### src/rtl/gda_pkg.sv
// ----------------------------------------------------------------------------
// gda_pkg: shared types, constants and microprogram of the date counter
// Holds field widths, command and micro-op codes, the month length table and
// the read-only control store that sequences every command.
// ----------------------------------------------------------------------------
package gda_pkg;

	// Default width of the day counter
	localparam int COUNT_BITS_DEF = 16;

	// Field widths
	localparam int CMD_W = 3;
	localparam int YEAR_W = 14;
	localparam int YI_W = 14;
	localparam int MI_W = 8;
	localparam int DI_W = 16;
	localparam int DC_W = 16;
	localparam int MON_W = 4;
	localparam int DAY_W = 5;

	// Working register widths (signed)
	localparam int WY_W = 16;
	localparam int WM_W = 10;
	localparam int WD_W = 18;

	// Year modulo 400 by reciprocal multiply
	localparam int R_W = 9;
	localparam int ABS_W = 15;
	localparam int PROD_W = 32;
	localparam int RECIP_S = 25;
	localparam int Q_W = PROD_W - RECIP_S;
	localparam logic [PROD_W-1:0] RECIP_K = 32'd83887;
	localparam logic [R_W-1:0] YEAR_CYCLE = 9'd400;
	localparam logic [R_W-1:0] CENT_1 = 9'd100;
	localparam logic [R_W-1:0] CENT_2 = 9'd200;
	localparam logic [R_W-1:0] CENT_3 = 9'd300;
	localparam logic [R_W-1:0] CYCLE_LAST = 9'd399;

	// Date limits and reset date
	localparam int YEAR_MIN = 1;
	localparam int YEAR_MAX = 9999;
	localparam logic [YEAR_W-1:0] YEAR_RST = 14'd1900;
	localparam logic [MON_W-1:0] MON_JAN = 4'd1;
	localparam logic [MON_W-1:0] MON_FEB = 4'd2;
	localparam logic [MON_W-1:0] MON_APR = 4'd4;
	localparam logic [MON_W-1:0] MON_JUN = 4'd6;
	localparam logic [MON_W-1:0] MON_SEP = 4'd9;
	localparam logic [MON_W-1:0] MON_NOV = 4'd11;
	localparam logic [MON_W-1:0] MON_DEC = 4'd12;
	localparam logic [DAY_W-1:0] DAY_ONE = 5'd1;
	localparam int MONTHS = 12;

	// Commands
	localparam logic [CMD_W-1:0] CMD_LOAD = 3'd0;
	localparam logic [CMD_W-1:0] CMD_NEXT = 3'd1;
	localparam logic [CMD_W-1:0] CMD_PREV = 3'd2;
	localparam logic [CMD_W-1:0] CMD_ADD_DAYS = 3'd3;
	localparam logic [CMD_W-1:0] CMD_SUB_DAYS = 3'd4;
	localparam logic [CMD_W-1:0] CMD_ADD_OFS = 3'd5;
	localparam logic [CMD_W-1:0] CMD_SUB_OFS = 3'd6;

	typedef logic [3:0] op_t;
	typedef logic [3:0] cond_t;
	typedef logic [4:0] pc_t;

	typedef struct packed {
		op_t op;
		cond_t cond;
		pc_t target;
		logic hold;
	} uword_t;

	// Micro-ops
	localparam op_t OP_NOP = 4'd0;
	localparam op_t OP_LOAD = 4'd1;
	localparam op_t OP_CUR = 4'd2;
	localparam op_t OP_ADDOFF = 4'd3;
	localparam op_t OP_SUBOFF = 4'd4;
	localparam op_t OP_DFLT = 4'd5;
	localparam op_t OP_MNORM = 4'd6;
	localparam op_t OP_MUL = 4'd7;
	localparam op_t OP_MOD = 4'd8;
	localparam op_t OP_FWD = 4'd9;
	localparam op_t OP_BWD = 4'd10;
	localparam op_t OP_ADDD = 4'd11;
	localparam op_t OP_SUBD = 4'd12;
	localparam op_t OP_COMMIT = 4'd13;

	// Branch conditions; a real condition that holds skips the op and jumps
	localparam cond_t C_NEXT = 4'd0;
	localparam cond_t C_JUMP = 4'd1;
	localparam cond_t C_CMD = 4'd2;
	localparam cond_t C_FWDCMD = 4'd3;
	localparam cond_t C_LDOK = 4'd4;
	localparam cond_t C_MOK = 4'd5;
	localparam cond_t C_DFIT = 4'd6;
	localparam cond_t C_DPOS = 4'd7;
	localparam cond_t C_ADONE = 4'd8;
	localparam cond_t C_SDONE = 4'd9;

	// Step addresses
	localparam pc_t PC_DISPATCH = 5'd0;
	localparam pc_t PC_LOAD = 5'd1;
	localparam pc_t PC_LMUL = 5'd2;
	localparam pc_t PC_LMOD = 5'd3;
	localparam pc_t PC_LCHK = 5'd4;
	localparam pc_t PC_COMMIT = 5'd5;
	localparam pc_t PC_CUR = 5'd6;
	localparam pc_t PC_CMUL = 5'd7;
	localparam pc_t PC_CMOD = 5'd8;
	localparam pc_t PC_CSEL = 5'd9;
	localparam pc_t PC_SUBLOOP = 5'd10;
	localparam pc_t PC_ADDLOOP = 5'd11;
	localparam pc_t PC_ADDOFF = 5'd12;
	localparam pc_t PC_SUBOFF = 5'd13;
	localparam pc_t PC_MNORM = 5'd14;
	localparam pc_t PC_OMUL = 5'd15;
	localparam pc_t PC_OMOD = 5'd16;
	localparam pc_t PC_FWD = 5'd17;
	localparam pc_t PC_BWD = 5'd18;
	localparam pc_t PC_KEEP = 5'd19;

	function automatic logic [DAY_W-1:0] mlen(input logic [MON_W-1:0] m, input logic leap);
		logic [DAY_W-1:0] len;
		unique case (m)
			MON_FEB: len = leap ? 5'd29 : 5'd28;
			MON_APR, MON_JUN, MON_SEP, MON_NOV: len = 5'd30;
			default: len = 5'd31;
		endcase
		return len;
	endfunction

	function automatic uword_t uw(input op_t op, input cond_t cond, input pc_t target,
			input logic hold);
		uword_t w;
		w.op = op;
		w.cond = cond;
		w.target = target;
		w.hold = hold;
		return w;
	endfunction

	// Control store
	function automatic uword_t urom(input pc_t pc);
		uword_t w;
		unique case (pc)
			PC_DISPATCH: w = uw(OP_NOP, C_CMD, PC_DISPATCH, 1'b0);
			PC_LOAD: w = uw(OP_LOAD, C_NEXT, PC_DISPATCH, 1'b0);
			PC_LMUL: w = uw(OP_MUL, C_NEXT, PC_DISPATCH, 1'b0);
			PC_LMOD: w = uw(OP_MOD, C_NEXT, PC_DISPATCH, 1'b0);
			PC_LCHK: w = uw(OP_DFLT, C_LDOK, PC_COMMIT, 1'b0);
			PC_COMMIT: w = uw(OP_COMMIT, C_NEXT, PC_DISPATCH, 1'b0);
			PC_CUR: w = uw(OP_CUR, C_NEXT, PC_DISPATCH, 1'b0);
			PC_CMUL: w = uw(OP_MUL, C_NEXT, PC_DISPATCH, 1'b0);
			PC_CMOD: w = uw(OP_MOD, C_NEXT, PC_DISPATCH, 1'b0);
			PC_CSEL: w = uw(OP_NOP, C_FWDCMD, PC_ADDLOOP, 1'b0);
			PC_SUBLOOP: w = uw(OP_SUBD, C_SDONE, PC_COMMIT, 1'b1);
			PC_ADDLOOP: w = uw(OP_ADDD, C_ADONE, PC_COMMIT, 1'b1);
			PC_ADDOFF: w = uw(OP_ADDOFF, C_JUMP, PC_MNORM, 1'b0);
			PC_SUBOFF: w = uw(OP_SUBOFF, C_NEXT, PC_DISPATCH, 1'b0);
			PC_MNORM: w = uw(OP_MNORM, C_MOK, PC_OMUL, 1'b1);
			PC_OMUL: w = uw(OP_MUL, C_NEXT, PC_DISPATCH, 1'b0);
			PC_OMOD: w = uw(OP_MOD, C_NEXT, PC_DISPATCH, 1'b0);
			PC_FWD: w = uw(OP_FWD, C_DFIT, PC_BWD, 1'b1);
			PC_BWD: w = uw(OP_BWD, C_DPOS, PC_COMMIT, 1'b1);
			PC_KEEP: w = uw(OP_CUR, C_JUMP, PC_COMMIT, 1'b0);
			default: w = uw(OP_NOP, C_JUMP, PC_COMMIT, 1'b0);
		endcase
		return w;
	endfunction

	// First step of each command
	function automatic pc_t entry(input logic [CMD_W-1:0] cmd);
		pc_t pc;
		unique case (cmd)
			CMD_LOAD: pc = PC_LOAD;
			CMD_NEXT, CMD_PREV, CMD_ADD_DAYS, CMD_SUB_DAYS: pc = PC_CUR;
			CMD_ADD_OFS: pc = PC_ADDOFF;
			CMD_SUB_OFS: pc = PC_SUBOFF;
			default: pc = PC_KEEP;
		endcase
		return pc;
	endfunction

endpackage

### src/rtl/gda_if.sv
// ----------------------------------------------------------------------------
// gda_if: command and result channels of the date counter
// Valid/ready channels; a beat moves when valid and ready are both high.
// ----------------------------------------------------------------------------
interface gda_in_if;
	import gda_pkg::*;

	logic valid;
	logic ready;
	logic [CMD_W-1:0] cmd;
	logic [YI_W-1:0] year_in;
	logic [MI_W-1:0] month_in;
	logic [DI_W-1:0] day_in;
	logic [DC_W-1:0] day_count;

	modport source (output valid, cmd, year_in, month_in, day_in, day_count, input ready);
	modport sink (input valid, cmd, year_in, month_in, day_in, day_count, output ready);
endinterface

interface gda_out_if;
	import gda_pkg::*;

	logic valid;
	logic ready;
	logic [YEAR_W-1:0] year_out;
	logic [MON_W-1:0] month_out;
	logic [DAY_W-1:0] day_out;
	logic range_error;

	modport source (output valid, year_out, month_out, day_out, range_error, input ready);
	modport sink (input valid, year_out, month_out, day_out, range_error, output ready);
endinterface

### src/rtl/gregorian_date_arithmetic.sv
// Sequence: load takes the fields, finds the year mod 400 and checks the date;
//   next/previous day and add/subtract days walk the held date month by month;
//   offsets add or subtract the fields, normalize the month, then roll the day over.
// Throughput: one command at a time; the month walk in the shared day/month datapath
//   dominates it. A new beat is taken while the last result waits at the output.
// Reset: arst_n clears the sequencer and output valid and sets the date to 1900-01-01.
// ----------------------------------------------------------------------------
// gregorian_date_arithmetic: microcoded Gregorian date counter
// A small control store steps a working date (year, month, day) through load,
// day walks and offset normalization, then commits it or flags a range error.
// ----------------------------------------------------------------------------
module gregorian_date_arithmetic #(
	parameter int COUNT_BITS = gda_pkg::COUNT_BITS_DEF
) (
	input logic clk,
	input logic arst_n,
	gda_in_if.sink item,
	gda_out_if.source result
);
	import gda_pkg::*;

	// Sequencer
	logic busy_q;
	pc_t pc_q;
	pc_t pc_nxt;
	uword_t uw_c;
	logic take;
	logic exec;
	logic do_op;
	logic commit;
	logic accept;

	// Captured command fields
	logic [CMD_W-1:0] cmd_q;
	logic [YI_W-1:0] yi_q;
	logic [MI_W-1:0] mi_q;
	logic [DI_W-1:0] di_q;
	logic [COUNT_BITS-1:0] n_q;

	// Working date, signed so that offsets may run below zero
	logic signed [WY_W-1:0] y_q;
	logic signed [WM_W-1:0] m_q;
	logic signed [WD_W-1:0] d_q;
	logic [R_W-1:0] r400_q;
	logic [PROD_W-1:0] prod_q;

	// Held date
	logic [YEAR_W-1:0] cur_year_q;
	logic [MON_W-1:0] cur_month_q;
	logic [DAY_W-1:0] cur_day_q;

	// Output register
	logic out_valid_q;
	logic [YEAR_W-1:0] out_year_q;
	logic [MON_W-1:0] out_month_q;
	logic [DAY_W-1:0] out_day_q;
	logic out_err_q;

	// Datapath helpers
	logic leap;
	logic [MON_W-1:0] m_idx;
	logic [MON_W-1:0] m_prev;
	logic [DAY_W-1:0] len_cur;
	logic [DAY_W-1:0] len_prev;
	logic [DAY_W-1:0] room;
	logic [ABS_W-1:0] y_abs;
	logic [Q_W-1:0] quot;
	logic [ABS_W-1:0] rem_w;
	logic [R_W-1:0] rem;
	logic [R_W-1:0] r400_inc;
	logic [R_W-1:0] r400_dec;
	logic y_ok;
	logic m_ok;

	assign accept = item.valid && item.ready;
	assign item.ready = !busy_q;

	assign result.valid = out_valid_q;
	assign result.year_out = out_year_q;
	assign result.month_out = out_month_q;
	assign result.day_out = out_day_q;
	assign result.range_error = out_err_q;

	// Leap test from the year's residue mod 400: divisible by 4, and not a
	// century unless the residue is zero
	assign leap = (r400_q[1:0] == 2'b00) && (r400_q != CENT_1) && (r400_q != CENT_2)
			&& (r400_q != CENT_3);
	assign m_idx = m_q[MON_W-1:0];
	assign m_prev = (m_idx == MON_JAN) ? MON_DEC : m_idx - MON_JAN;
	assign len_cur = mlen(m_idx, leap);
	// Stepping back into December never needs the new year's leap flag
	assign len_prev = mlen(m_prev, leap);
	assign room = len_cur - d_q[DAY_W-1:0];

	assign r400_inc = (r400_q == CYCLE_LAST) ? '0 : r400_q + R_W'(1);
	assign r400_dec = (r400_q == '0) ? CYCLE_LAST : r400_q - R_W'(1);

	// Year mod 400: reciprocal multiply registered in one step, remainder in the next
	assign y_abs = (y_q < 0) ? ABS_W'(-y_q) : ABS_W'(y_q);
	assign quot = prod_q[PROD_W-1:RECIP_S];
	assign rem_w = y_abs - ABS_W'(ABS_W'(quot) * ABS_W'(YEAR_CYCLE));
	assign rem = rem_w[R_W-1:0];

	assign y_ok = (y_q >= YEAR_MIN) && (y_q <= YEAR_MAX);
	assign m_ok = (m_q >= 1) && (m_q <= MONTHS);

	// Control word decode and branch
	always_comb begin
		uw_c = urom(pc_q);
		pc_nxt = pc_q + pc_t'(1);
		take = 1'b0;
		exec = 1'b1;
		unique case (uw_c.cond)
			C_NEXT: begin
				take = 1'b0;
			end
			C_JUMP: begin
				take = 1'b1;
			end
			C_CMD: begin
				take = 1'b1;
			end
			C_FWDCMD: begin
				take = (cmd_q == CMD_NEXT) || (cmd_q == CMD_ADD_DAYS);
			end
			C_LDOK: begin
				take = m_ok && (d_q >= 1) && (d_q <= $signed({1'b0, len_cur}));
				exec = !take;
			end
			C_MOK: begin
				take = m_ok;
				exec = !take;
			end
			C_DFIT: begin
				take = d_q <= $signed({1'b0, len_cur});
				exec = !take;
			end
			C_DPOS: begin
				take = d_q >= 1;
				exec = !take;
			end
			C_ADONE: begin
				take = (n_q == '0) || (y_q > YEAR_MAX);
				exec = !take;
			end
			C_SDONE: begin
				take = (n_q == '0) || (y_q < YEAR_MIN);
				exec = !take;
			end
			default: begin
				take = 1'b1;
			end
		endcase
		if (take) begin
			pc_nxt = (uw_c.cond == C_CMD) ? entry(cmd_q) : uw_c.target;
		end else if (uw_c.hold) begin
			pc_nxt = pc_q;
		end
	end

	// Commit waits for the output register to be free
	assign commit = busy_q && (uw_c.op == OP_COMMIT) && (!out_valid_q || result.ready);
	assign do_op = busy_q && exec && (uw_c.op != OP_COMMIT);

	// Control state and held date
	always_ff @(posedge clk or negedge arst_n) begin
		if (!arst_n) begin
			busy_q <= 1'b0;
			pc_q <= PC_DISPATCH;
			out_valid_q <= 1'b0;
			cur_year_q <= YEAR_RST;
			cur_month_q <= MON_JAN;
			cur_day_q <= DAY_ONE;
		end else begin
			if (commit) begin
				out_valid_q <= 1'b1;
			end else if (result.ready) begin
				out_valid_q <= 1'b0;
			end
			if (accept) begin
				busy_q <= 1'b1;
				pc_q <= PC_DISPATCH;
			end else if (commit) begin
				busy_q <= 1'b0;
				// Keep the date when the year left the legal range
				if (y_ok) begin
					cur_year_q <= y_q[YEAR_W-1:0];
					cur_month_q <= m_q[MON_W-1:0];
					cur_day_q <= d_q[DAY_W-1:0];
				end
			end else if (busy_q && (uw_c.op != OP_COMMIT)) begin
				pc_q <= pc_nxt;
			end
		end
	end

	// Output payload
	always_ff @(posedge clk) begin
		if (commit) begin
			out_year_q <= y_ok ? y_q[YEAR_W-1:0] : cur_year_q;
			out_month_q <= y_ok ? m_q[MON_W-1:0] : cur_month_q;
			out_day_q <= y_ok ? d_q[DAY_W-1:0] : cur_day_q;
			out_err_q <= !y_ok;
		end
	end

	// Working datapath
	always_ff @(posedge clk) begin
		if (accept) begin
			cmd_q <= item.cmd;
			yi_q <= item.year_in;
			mi_q <= item.month_in;
			di_q <= item.day_in;
			// Single-day steps walk a count of one
			n_q <= ((item.cmd == CMD_NEXT) || (item.cmd == CMD_PREV))
					? COUNT_BITS'(1) : COUNT_BITS'(item.day_count);
		end else if (do_op) begin
			unique case (uw_c.op)
				OP_LOAD: begin
					y_q <= signed'(WY_W'(yi_q));
					m_q <= signed'(WM_W'(mi_q));
					d_q <= signed'(WD_W'(di_q));
				end
				OP_CUR: begin
					y_q <= signed'(WY_W'(cur_year_q));
					m_q <= signed'(WM_W'(cur_month_q));
					d_q <= signed'(WD_W'(cur_day_q));
				end
				OP_ADDOFF: begin
					y_q <= signed'(WY_W'(cur_year_q)) + signed'(WY_W'(yi_q));
					m_q <= signed'(WM_W'(cur_month_q)) + signed'(WM_W'(mi_q));
					d_q <= signed'(WD_W'(cur_day_q)) + signed'(WD_W'(di_q));
				end
				OP_SUBOFF: begin
					y_q <= signed'(WY_W'(cur_year_q)) - signed'(WY_W'(yi_q));
					m_q <= signed'(WM_W'(cur_month_q)) - signed'(WM_W'(mi_q));
					d_q <= signed'(WD_W'(cur_day_q)) - signed'(WD_W'(di_q));
				end
				OP_DFLT: begin
					y_q <= signed'(WY_W'(YEAR_RST));
					m_q <= signed'(WM_W'(MON_JAN));
					d_q <= signed'(WD_W'(DAY_ONE));
				end
				OP_MNORM: begin
					// Bring the month into range, carrying into the year
					if (m_q > MONTHS) begin
						m_q <= m_q - WM_W'(MONTHS);
						y_q <= y_q + WY_W'(1);
					end else begin
						m_q <= m_q + WM_W'(MONTHS);
						y_q <= y_q - WY_W'(1);
					end
				end
				OP_MUL: begin
					prod_q <= PROD_W'(y_abs) * RECIP_K;
				end
				OP_MOD: begin
					r400_q <= ((y_q < 0) && (rem != '0)) ? YEAR_CYCLE - rem : rem;
				end
				OP_FWD: begin
					d_q <= d_q - signed'(WD_W'(len_cur));
					if (m_idx == MON_DEC) begin
						m_q <= signed'(WM_W'(MON_JAN));
						y_q <= y_q + WY_W'(1);
						r400_q <= r400_inc;
					end else begin
						m_q <= m_q + WM_W'(1);
					end
				end
				OP_BWD: begin
					d_q <= d_q + signed'(WD_W'(len_prev));
					m_q <= signed'(WM_W'(m_prev));
					if (m_idx == MON_JAN) begin
						y_q <= y_q - WY_W'(1);
						r400_q <= r400_dec;
					end
				end
				OP_ADDD: begin
					if (n_q <= COUNT_BITS'(room)) begin
						d_q <= d_q + signed'(WD_W'(n_q[DAY_W-1:0]));
						n_q <= '0;
					end else begin
						// Spend the rest of this month, land on the 1st of the next
						n_q <= n_q - COUNT_BITS'(room) - COUNT_BITS'(1);
						d_q <= signed'(WD_W'(DAY_ONE));
						if (m_idx == MON_DEC) begin
							m_q <= signed'(WM_W'(MON_JAN));
							y_q <= y_q + WY_W'(1);
							r400_q <= r400_inc;
						end else begin
							m_q <= m_q + WM_W'(1);
						end
					end
				end
				OP_SUBD: begin
					if (n_q < COUNT_BITS'(d_q[DAY_W-1:0])) begin
						d_q <= d_q - signed'(WD_W'(n_q[DAY_W-1:0]));
						n_q <= '0;
					end else begin
						// Drop to the last day of the previous month
						n_q <= n_q - COUNT_BITS'(d_q[DAY_W-1:0]);
						d_q <= signed'(WD_W'(len_prev));
						m_q <= signed'(WM_W'(m_prev));
						if (m_idx == MON_JAN) begin
							y_q <= y_q - WY_W'(1);
							r400_q <= r400_dec;
						end
					end
				end
				default: begin
				end
			endcase
		end
	end

endmodule

### src/flat_wrapper.sv
// flat-port wrapper written by rule: the top's interface ports become plain ports
module gregorian_date_arithmetic_flat import gda_pkg::*;
#(
	parameter int COUNT_BITS = gda_pkg::COUNT_BITS_DEF
)
  (clk, arst_n, item_valid, item_cmd, item_year_in, item_month_in, item_day_in, item_day_count, item_ready, result_valid, result_year_out, result_month_out, result_day_out, result_range_error, result_ready);
  gda_in_if item_i ();
  gda_out_if result_i ();
  input logic clk;
  input logic arst_n;
  input wire logic [$bits(item_i.valid)-1:0] item_valid;
  input wire logic [$bits(item_i.cmd)-1:0] item_cmd;
  input wire logic [$bits(item_i.year_in)-1:0] item_year_in;
  input wire logic [$bits(item_i.month_in)-1:0] item_month_in;
  input wire logic [$bits(item_i.day_in)-1:0] item_day_in;
  input wire logic [$bits(item_i.day_count)-1:0] item_day_count;
  output wire logic [$bits(item_i.ready)-1:0] item_ready;
  output wire logic [$bits(result_i.valid)-1:0] result_valid;
  output wire logic [$bits(result_i.year_out)-1:0] result_year_out;
  output wire logic [$bits(result_i.month_out)-1:0] result_month_out;
  output wire logic [$bits(result_i.day_out)-1:0] result_day_out;
  output wire logic [$bits(result_i.range_error)-1:0] result_range_error;
  input wire logic [$bits(result_i.ready)-1:0] result_ready;
  assign item_i.valid = item_valid;
  assign item_i.cmd = item_cmd;
  assign item_i.year_in = item_year_in;
  assign item_i.month_in = item_month_in;
  assign item_i.day_in = item_day_in;
  assign item_i.day_count = item_day_count;
  assign item_ready = item_i.ready;
  assign result_valid = result_i.valid;
  assign result_year_out = result_i.year_out;
  assign result_month_out = result_i.month_out;
  assign result_day_out = result_i.day_out;
  assign result_range_error = result_i.range_error;
  assign result_i.ready = result_ready;
  gregorian_date_arithmetic #(.COUNT_BITS(COUNT_BITS)) u_core (.clk(clk), .arst_n(arst_n), .item(item_i), .result(result_i));
endmodule
### config.mk
export PLATFORM = sky130hd
export DESIGN_NAME = gregorian_date_arithmetic_flat
export DESIGN_NICKNAME = d
export VERILOG_FILES = /design/src/rtl/gda_pkg.sv /design/src/rtl/gda_if.sv /design/src/rtl/gregorian_date_arithmetic.sv /design/src/flat_wrapper.sv
export SDC_FILE = /design/constraint.sdc
export NUM_CORES = 1
export LEC_CHECK = 0
export ABC_CLOCK_PERIOD_IN_PS = 19950
export BUFFER_PORTS_ARGS = -buffer_cell sky130_fd_sc_hd__buf_2
export CORE_ASPECT_RATIO = 0.9
export CORE_MARGIN = 2
export CORE_UTILIZATION = 50
export DETAILED_ROUTE_END_ITERATION = 12
export HOLD_SLACK_MARGIN = 0.03
export PLACE_DENSITY = 0.69
export SETUP_SLACK_MARGIN = 0.15
export SLEW_MARGIN = 30
export SYNTH_ARGS = -nofsm -noshare
export SYNTH_HDL_FRONTEND = slang
export SYNTH_SLANG_ARGS = --single-unit
### constraint.sdc
create_clock -name clk -period 19.95 [get_ports clk]
set_input_delay 4.9875 -clock clk [delete_from_list [all_inputs] [get_ports clk]]
set_output_delay 4.9875 -clock clk [all_outputs]
set_load 0.005 [all_outputs]
# --- Word-level counts from Yosys, hierarchy flattened ---
# Memory sizes are Yosys's and may differ from the RTL's.
# Cells that the tools add are included.
word_totals:
  rom_bits: 448
  inputBits: 61
  regBits: 196
  word_cells: 213
  output_inout_bits: 26
  mem_count: 1
memory_table:
  columns: ["memory", "depth", "word_bits", "rd", "rd_ports_with_merged_regs", "wr", "line_no", "source"]
  rows:
  - ["(name not given)", 32, 14, 1, 0, 0, "gda_pkg.sv:146", "unique case (pc)"]
classes:
  reduce_logical: 52
  muxes: 49
  bitwise_logic: 1
  mul: 2
  magnitude_cmp: 12
  n_addsub: 26
  eq_ne: 50
ops:
  columns: ["cell", "count"]
  rows:
  - ["18-bit case mux with 9 select lines", 1]
  - ["16-bit 2-to-1 mux", 10]
  - ["16-bit case mux with 10 select lines", 1]
  - ["10-bit case mux with 10 select lines", 1]
  - ["9-bit 2-to-1 mux", 7]
  - ["4-bit equality test (second input constant)", 13]
  - ["4-bit by 3-bit equality test with 1-bit output (second input constant)", 12]
  - ["9-bit case mux with 5 select lines", 1]
  - ["10-bit 2-to-1 mux", 4]
  - ["18-bit by 6-bit adder with 18-bit output", 2]
  - ["18-bit 2-to-1 mux", 2]
  - ["18-bit by 6-bit subtractor with 18-bit output", 2]
  - ["5-bit 2-to-1 mux", 7]
  - ["15-bit by 17-bit multiplier with 32-bit output (second input constant)", 1]
  - ["16-bit case mux with 2 select lines", 1]
  - ["16-bit by 5-bit subtractor with 16-bit output", 2]
  - ["4-bit by 2-bit equality test with 1-bit output (second input constant)", 6]
  - ["5-bit case mux with 2 select lines", 2]
  - ["5-bit case mux with 4 select lines", 1]
  - ["18-bit by 2-bit greater-or-equal comparator with 1-bit output (second input constant)", 1]
  - ["18-bit by 6-bit less-or-equal comparator with 1-bit output", 1]
  - ["9-bit nonzero test", 2]
  - ["5-bit by 16-bit adder with 17-bit output", 1]
  - ["5-bit by 16-bit subtractor with 17-bit output", 1]
  - ["other kinds (63)", 110]

# --- Depth between registers and ports, before layout ---
# Gate-level depths: netlist (run 1).
depth:
  depth_word: 14
  depth_mapped: 29
  ltp_nobuf: 27

# --- Worst setup path before layout (run 1) ---
# No wires, ideal clock.
synth_timing:
  path_kind: "reg2reg"
  startpoint: "register u_core.y_q[0]"
  endpoint: "register u_core.prod_q[29], data pin"
  setup_ns: 0.271
  n_path_buf: 2
  stages_incl_launch_ff: 26
  period_less_slack_ns: 7.719
  required_ns: 19.679
  setup_slack_ns: 12.231
  arrival_ns: 7.448
  cell_sequence: "edfxtp_1 clkbuf_1 inv_1 ha_1 or3b_2 clkbuf_1 or3_1 o31ai_1 xnor2_1 ha_1 inv_1 ha_1 or2_2 fa_1 fa_1 fa_1 fa_1 fa_1 ha_1 nor3_1 o21ai_0 or3b_2 o21ai_0 nor3_1 a2111oi_0 xnor2_1"
synth_via:
  elab_chain_len: 3
  elab_cells_between_ends: 4
  classes_between: "add/sub (1); mul (1); order compare (1); mux (1)"
synth_lines:
  columns: ["element", "line_no", "source"]
  rows:
  - ["from (decl)", "gregorian_date_arithmetic.sv:41", "logic signed [WY_W-1:0] y_q;"]
  - ["from (signal assigned)", "gregorian_date_arithmetic.sv:220", "y_q <= signed'(WY_W'(yi_q));"]
  - ["from (signal assigned)", "gregorian_date_arithmetic.sv:225", "y_q <= signed'(WY_W'(cur_year_q));"]
  - ["from (signal assigned)", "gregorian_date_arithmetic.sv:230", "y_q <= signed'(WY_W'(cur_year_q)) + signed'(WY_W'(yi_q));"]
  - ["15-bit negation / 16-bit by 1-bit less-than comparator with 1-bit output (equally long branches)", "gregorian_date_arithmetic.sv:99", "assign y_abs = (y_q < 0) ? ABS_W'(-y_q) : ABS_W'(y_q);"]
  - ["15-bit 2-to-1 mux (*)", "gregorian_date_arithmetic.sv:99", null]
  - ["15-bit by 17-bit multiplier with 32-bit output (*)", "gregorian_date_arithmetic.sv:255", "prod_q <= PROD_W'(y_abs) * RECIP_K;"]
  - ["to (signal assigned)", "gregorian_date_arithmetic.sv:255", null]
  - ["to (decl)", "gregorian_date_arithmetic.sv:45", "logic [PROD_W-1:0] prod_q;"]
# Mark *: on every way between the ends. The rest lies on a longest branch, timed or not.
# A chain may end at the register's enable or synchronous reset.

# --- Worst setup path in the final report (run 1) ---
# Ends and elaborated chain as after synthesis.

==> summary.md, run 1 <==
| Metric | Value |
|---|---|
| Max-slew violations | 0 |
| Number of gates resized after cts | 0 |
| Crit path top cell by count | fa_1 |
| Clock Sink Count | around 170 |
| First-pass DRT Iterations | 7 |
| Slew margin rel. | 0.321 |
| Status | finished clean |
| Final setup skew | about 0.018 ns |
| Detail Route Antenna Nets | 0 |
| Num CTS Buffers | 17 |
| Syn Inst Count | roughly 2,200 |
| DP Wirelength | between 40 and 50 mm |
| Worst hold path type | reg2reg |
| Largest net degree at the start of global routing | 39 |
| Simple-gate share of the synthesized area | 0.164 |
| CP max stage delay | between 0.6 and 0.7 ns |
| Seq/Total Area, Yosys | 0.248 |
| Syn Area/Cell | a little under 9 µm² |
| Setup TNS | 0 ns |
| I/O Buffers | 86 |
| RSZ-0062 raised after global routing | no |
| CP Data Required Time | 20.17 ns |
| Die W | between 200 and 250 µm |
| EDFF count, synth | roughly 140 |
| Post-CTS Hold Buffers | 0 |
| Vias per cell | between 6 and 7 |
| Top Ports | slightly below 90 |
| Total of fill cells in the finished design | about 3,700 |
| Final WL | slightly below 60 mm |
| Initial antenna violation count | 1 |
| Synth Flop Type | edfxtp_1 |
| Inst Count DP | between 2,000 and 3,000 |
| Clock tree from TritonCTS | done |
| Post-synth top area cell | edfxtp_1 |
| Post-route insts no fill | around 2,800 |
| Ys Warns | 0 |
| Largest family of logic cells by synthesized area | adder cells |
| Min Tclk post-route | 8.69 ns |
| # DRC | 0 |
| R2r setup slk | between 10 and 15 ns |
| Area grow syn2layout | 7.81% |
| Clock Latency Late Sink | 0.48 ns |
| Iter 0 DRT Violations | 1,971 |
| RR Startpoint | u_core.y_q[0] |
| Post-CTS setup buffers | 0 |
| Post-Synth Adder-Cell Area | 0.239 |
| Top cells by count, synth | inv_1, ha_1, nand2_1 |
| Htree depth | 4 |
| Top delay family on crit path | adder cells |
| Period utilization | 0.435 |
| Top post-synthesis cells by area | edfxtp_1, ha_1, fa_1, inv_1, nand2_1 |
| WP buf/inv | 2 |
| Crit start category | flop |
| Synth unique cells | 96 |
| Number of global-route vias before repair | 17,000 |
| Net count, final | approximately 2,700 |
| Worst Tran Pin Value | 1.01 ns |
| Die area | about 0.041 mm² |
| Critical path origin | u_core.y_q[0] |
| Number of synthesized register bits | 169 |
| Worst setup path category | reg2reg |
| Complex-gate fraction of the synthesized area | 0.218 |
| Ys async rst share | 0.178 |
| Diodes inserted | 0 |
| Crit Path Max Fanout | 15 |
| Crit end category | flop |
| Setup violations, final | 0 |
| Critical path, cell by cell | inv_1 -> ha_1 -> or3b_2 -> or3_1 -> o31ai_1 -> xnor2_1 -> ha_1 -> inv_1 -> ha_1 -> or2_2 -> fa_1 -> fa_1 -> fa_1 -> fa_1 -> fa_1 -> ha_1 -> nor3_1 -> o21ai_0 -> or3b_2 -> o21ai_0 -> nor3_1 -> a2111oi_0 -> xnor2_1 |
| First-pass GRT wire length | around 94 mm |
| Total grt overflow | 0 |
| Clock buffer depth | 2 |
| Clock-pin transition on the worst setup and hold timing paths | around 0.070 ns |
| Mapped Nets | between 2,000 and 3,000 |
| Rows | just under 70 |
| Overall Global Routing Usage | 0.283 |
| Vias | ~18,000 |
| Synth top area share | 0.210 |
| Gpl congestion | around 0.96 |
| Core box area | 0.0394 mm² |
| Max Freq | 115 MHz |
| Hold path start | u_core.cur_year_q[5] |
| Cell with the most instances after synthesis | inv_1 |
| Xor and xnor area share after synthesis | 0.0388 |
| Initial Util | 0.506 |
| Post-Synthesis Cell Area | around 0.02 mm² |
| Arrival time worst endpoint | 8.91 ns |
| Slowest CP cell | edfxtp_1 |
| Die Y | slightly below 200 µm |
| Multiplexer share of the synthesized area | 0.0253 |
| Final Hold Viols | 0 |
| Layout cells sized above 1 | 0.0975 |
| Drt wl/cell | between 20 and 25 µm |
| Clock root cell | clkbuf_16 |
| Max-cap violations | 0 |
-- stage by stage --
stage	hold WS, ns	util	cell area [µm²]	setup slack (ns)
final	0.506	0.545	21500	11.26
after floorplan	0.464	-	19900	12.23
after global placement	0.491	0.528	20800	11.60
after global routing	0.521	0.545	21500	10.82
after detailed placement	0.501	0.529	20800	11.35
after CTS	0.509	0.545	21400	11.31
-- state kept, by name, indices dropped and copies added (netlist names) --
signal,flops
u_core.d_q,18
u_core.di_q,16
u_core.n_q,16
u_core.y_q,16
u_core.cur_year_q,14
u_core.result.year_out,14
u_core.yi_q,14
u_core.m_q,10
u_core.r400_q,9
u_core.mi_q,8
u_core.cur_day_q,5
u_core.pc_q,5
u_core.prod_q,5
u_core.result.day_out,5
u_core.cur_month_q,4
u_core.result.month_out,4
u_core.cmd_q,3
u_core.busy_q,1
u_core.result.range_error,1
u_core.result.valid,1
-- placed cells by master, fill, tap and decap left out, types with 28 or more instances in the layout --
cell and n:
o22ai_1 28, fa_1 100, and3_1 30, nor2b_1 31, buf_4 28, xor2_1 29, edfxtp_1 139, nor2_1 119
o211ai_1 28, xnor2_1 53, buf_2 85, o21ai_0 124, ha_1 220, inv_1 240, nand3_1 56, nand2_1 215
nor3_1 52, a21o_1 30, a21oi_1 111
-- final cells by class --
cell class | count | area [µm²] | area share
Clock buffer | 18 | 439 | 0.0205
Clock inverter | 14 | 183 | 0.00851
Inverter | 243 | 912 | 0.0425
Multi-Input combinational cell | 1730 | 13700 | 0.638
Sequential cell | 169 | 4940 | 0.230
Tap cell | 532 | 666 | 0.0310
Timing Repair Buffer | 113 | 636 | 0.0296
-- worst register-to-register path: cells and delay by family, from the launching register on --
| kind | cells | cell delay (ns) |
|---|---|---|
| and+or+nand+nor | 6 | 2.10 |
| adders and majority gates | 9 | 3.47 |
| buffers and inverters | 2 | 0.33 |
| xor gates and xnor gates | 2 | 0.27 |
| AOI/OAI and AO/OA | 4 | 1.62 |
| DFF | 1 | 0.66 |
-- per-layer routing --
layer,vias up,part of all wire,global-route usage
met5,-,0,0
met4,0,0.018,0.0723
met3,87,0.094,0.0536
met2,853,0.43,0.424
met1,8683,0.45,0.419
li1,8269,-,-
-- path summary, 6_finish.rpt --
check                                  endpoint  cells past startpoint
min                        u_core.cur_year_q[5]                      2
max in group asynchronous  u_core.cur_year_q[2]                      1
max                           u_core.prod_q[29]                     23
min in group asynchronous   u_core.cur_day_q[4]                      1
min reg2reg                u_core.cur_year_q[5]                      2
max reg2reg                   u_core.prod_q[29]                     23
-- kinds of logic after synthesis --
logic type,after synthesis
simple gates,661
flops,169
mux,47
fa+ha+maj,321
buf+inv,345
compound gates,616
xor+xnor,85
Power of run 1 is not shown: default switching activity piles up to over one toggle a cycle in this logic, so the estimate is an artifact.
==> run 2, diff against run 1 <==
- ABC_CLOCK_PERIOD_IN_PS: 19950 -> 7900
- PLACE_DENSITY: 0.69 -> 0.71
- clock period: 19.95 -> 7.9 ns (I/O delays scaled with it)
==> run 2 against run 1 <==
Global-route usage is 0.40 points higher. Highest routed layer unchanged. Cell count grew 0.60%. Critical path type unchanged. Routed wire length rose by 1.9%. First-iteration DRC count increased by 15%. Non-clock buffer count is 17 higher. Design area rose by 0.45%.
==> summary.md, run 2 (synthesized netlist as in run 1, its figures left out) <==
| Metric | Value |
|---|---|
| Post-CTS Hold Buffers | 0 (unchanged) |
| Gpl congestion | 0.955 (-0.58%) |
| Die area | 0.0414 mm² (unchanged) |
| Clock tree from TritonCTS | done |
| Max Freq | 134 MHz (+17%) |
| Largest register FFs | 18 (unchanged) |
| I/O Buffers | 86 (unchanged) |
| Net count, final | 2,672 (+0.64%) |
| CP max stage delay | 0.53 ns (-0.13 ns) |
| Detail Route Antenna Nets | 0 (unchanged) |
| Worst Tran Pin Value | 0.989 ns (-0.0181 ns) |
| Total of fill cells in the finished design | 3,617 (-2.0%) |
| First-pass GRT wire length | 94.6 mm (+1.2%) |
| Worst hold path type | reg2reg |
| Slowest CP cell | or3b_2 |
| Final Hold Viols | 0 (unchanged) |
| Max-cap violations | 0 (unchanged) |
| Core box area | 0.0394 mm² (unchanged) |
| Initial Util | 0.506 (unchanged) |
| Area grow syn2layout | 8.30% |
| Die Y | 193 µm (unchanged) |
| Clock root cell | clkbuf_16 |
| WHS | 0.506 ns (-0.000409 ns) |
| Top reg by flops | u_core.d_q |
| Number of gates resized after cts | 1 (+1) |
| # DRC | 0 (unchanged) |
| Dpl ws | 0.0687 ns (-11.28 ns) |
| Largest net degree at the start of global routing | 52 (+33%) |
| Layout cells sized above 1 | 0.104 (+0.00622) |
| Final WL | 60.4 mm (+1.9%) |
| Setup TNS | 0 ns (unchanged) |
| Post-route insts no fill | 2,836 (+0.60%) |
| Crit path top cell by count | ha_1 |
| Clock Sink Count | 169 (unchanged) |
| Clock Latency Late Sink | 0.47 ns (about the same) |
| Post-CTS setup buffers | 0 (unchanged) |
| Vias per cell | 6.34 (about the same) |
| CP Data Required Time | 8.11 ns (-12.06 ns) |
| Overall Global Routing Usage | 0.287 (+0.00401) |
| Rows | 69 (unchanged) |
| First-pass DRT Iterations | 6 (-1) |
| Most common cell after layout, fill and taps aside | inv_1 |
| Critical path, cell by cell | inv_1 -> ha_1 -> or3b_2 -> or3_1 -> o31ai_2 -> xnor2_1 -> ha_1 -> inv_1 -> ha_1 -> or2_2 -> fa_1 -> fa_1 -> fa_1 -> fa_1 -> ha_1 -> ha_1 -> a21oi_1 -> o21ai_0 -> or3b_2 -> o21ai_2 -> nor3_1 -> a2111oi_2 -> xnor2_1 |
| Final setup skew | 0.0113 ns (-0.00667 ns) |
| Crit end category | flop |
| Crit Path Max Fanout | 7 (-8) |
| Initial antenna violation count | 0 (-1) |
| Total grt overflow | 0 (unchanged) |
| Status | finished clean |
| Num CTS Buffers | 17 (unchanged) |
| Worst setup path category | reg2reg |
| Die W | 214 µm (unchanged) |
| RSZ-0062 raised after global routing | no |
| Number of global-route vias before repair | 17,000 (-0.094%) |
| Commonest non-fill, non-tap cells in the layout | inv_1, ha_1, nand2_1 |
| Min Tclk post-route | 7.45 ns (-1.24 ns) |
| Arrival time worst endpoint | 7.66 ns (-1.25 ns) |
| Slew margin rel. | 0.338 (+0.0170) |
| Inst Count DP | 2,804 (+0.61%) |
| Max-slew violations | 0 (unchanged) |
| Clock buffer depth | 2 (unchanged) |
| DP Wirelength | 46.6 mm (+2.0%) |
| Drt wl/cell | 21.3 µm (+1.3%) |
| Setup violations, final | 0 (unchanged) |
| Diodes inserted | 0 (unchanged) |
| Clock-pin transition on the worst setup and hold timing paths | 0.07 ns (about the same) |
| Final WS setup | 0.450 ns (-10.81 ns) |
| Crit start category | flop |
| Vias | 18,000 (+0.53%) |
| Period utilization | 0.943 (+0.508) |
| Top Ports | 87 (unchanged) |
| Htree depth | 4 (unchanged) |
| Iter 0 DRT Violations | 2,259 (+15%) |
[run 2: changes by cell type in the layout (fill, tap and decap cells not counted), sizes merged]
cell      change
bufinv        -1
buf          +17
clkinv        -2
inv           -6
clkinvlp      +5
clkbuf        +4
[run 2: path summary, 6_finish.rpt]
kind	slack, ns	endpoint	cells past startpoint	start
min in group asynchronous	1.65	u_core.busy_q	1	arst_n
hold reg to reg	0.51	u_core.cur_year_q[6]	2	u_core.cur_year_q[6]
max in group asynchronous	5.67	u_core.cur_month_q[2]	1	arst_n
hold / removal	0.51	u_core.cur_year_q[6]	2	u_core.cur_year_q[6]
setup reg to reg	0.45	u_core.prod_q[29]	23	u_core.y_q[1]
setup / recovery	0.45	u_core.prod_q[29]	23	u_core.y_q[1]
[run 2: stage by stage]
step	util	instance area [µm²]
floorplan	-	19900
global placement	0.532	20900
detailed placement	0.532	21000
CTS	0.547	21500
global route	0.548	21600
finish	0.548	21600
[run 2: critical path: cells and delay by family (launching register included)]
family	cells	cell delay (ns)
flops	1	0.39
buf+inv	2	0.20
simple gates	5	1.88
fa+ha+maj	9	3.37
compound gates	5	1.14
xor+xnor	2	0.24
[run 2: layout make-up]
type / instances / area, µm² / share of cell area
multi-input combinational: 1730 / 13700 / 0.635
clock buffer: 22 / 464 / 0.0215
timing repair buffer: 130 / 761 / 0.0353
clock inverter: 10 / 119 / 0.00551
sequential: 169 / 4940 / 0.229
inverter: 243 / 915 / 0.0424
tap: 532 / 666 / 0.0309
[run 2: routing by layer]
metal	vias up	wire length, µm	track usage
met5	-	0	0
met4	0	1820	0.0967
met3	103	5550	0.0528
met2	932	25600	0.419
met1	8652	27400	0.426
li1	8299	-	-
Power of run 2 is left out for the same reason.
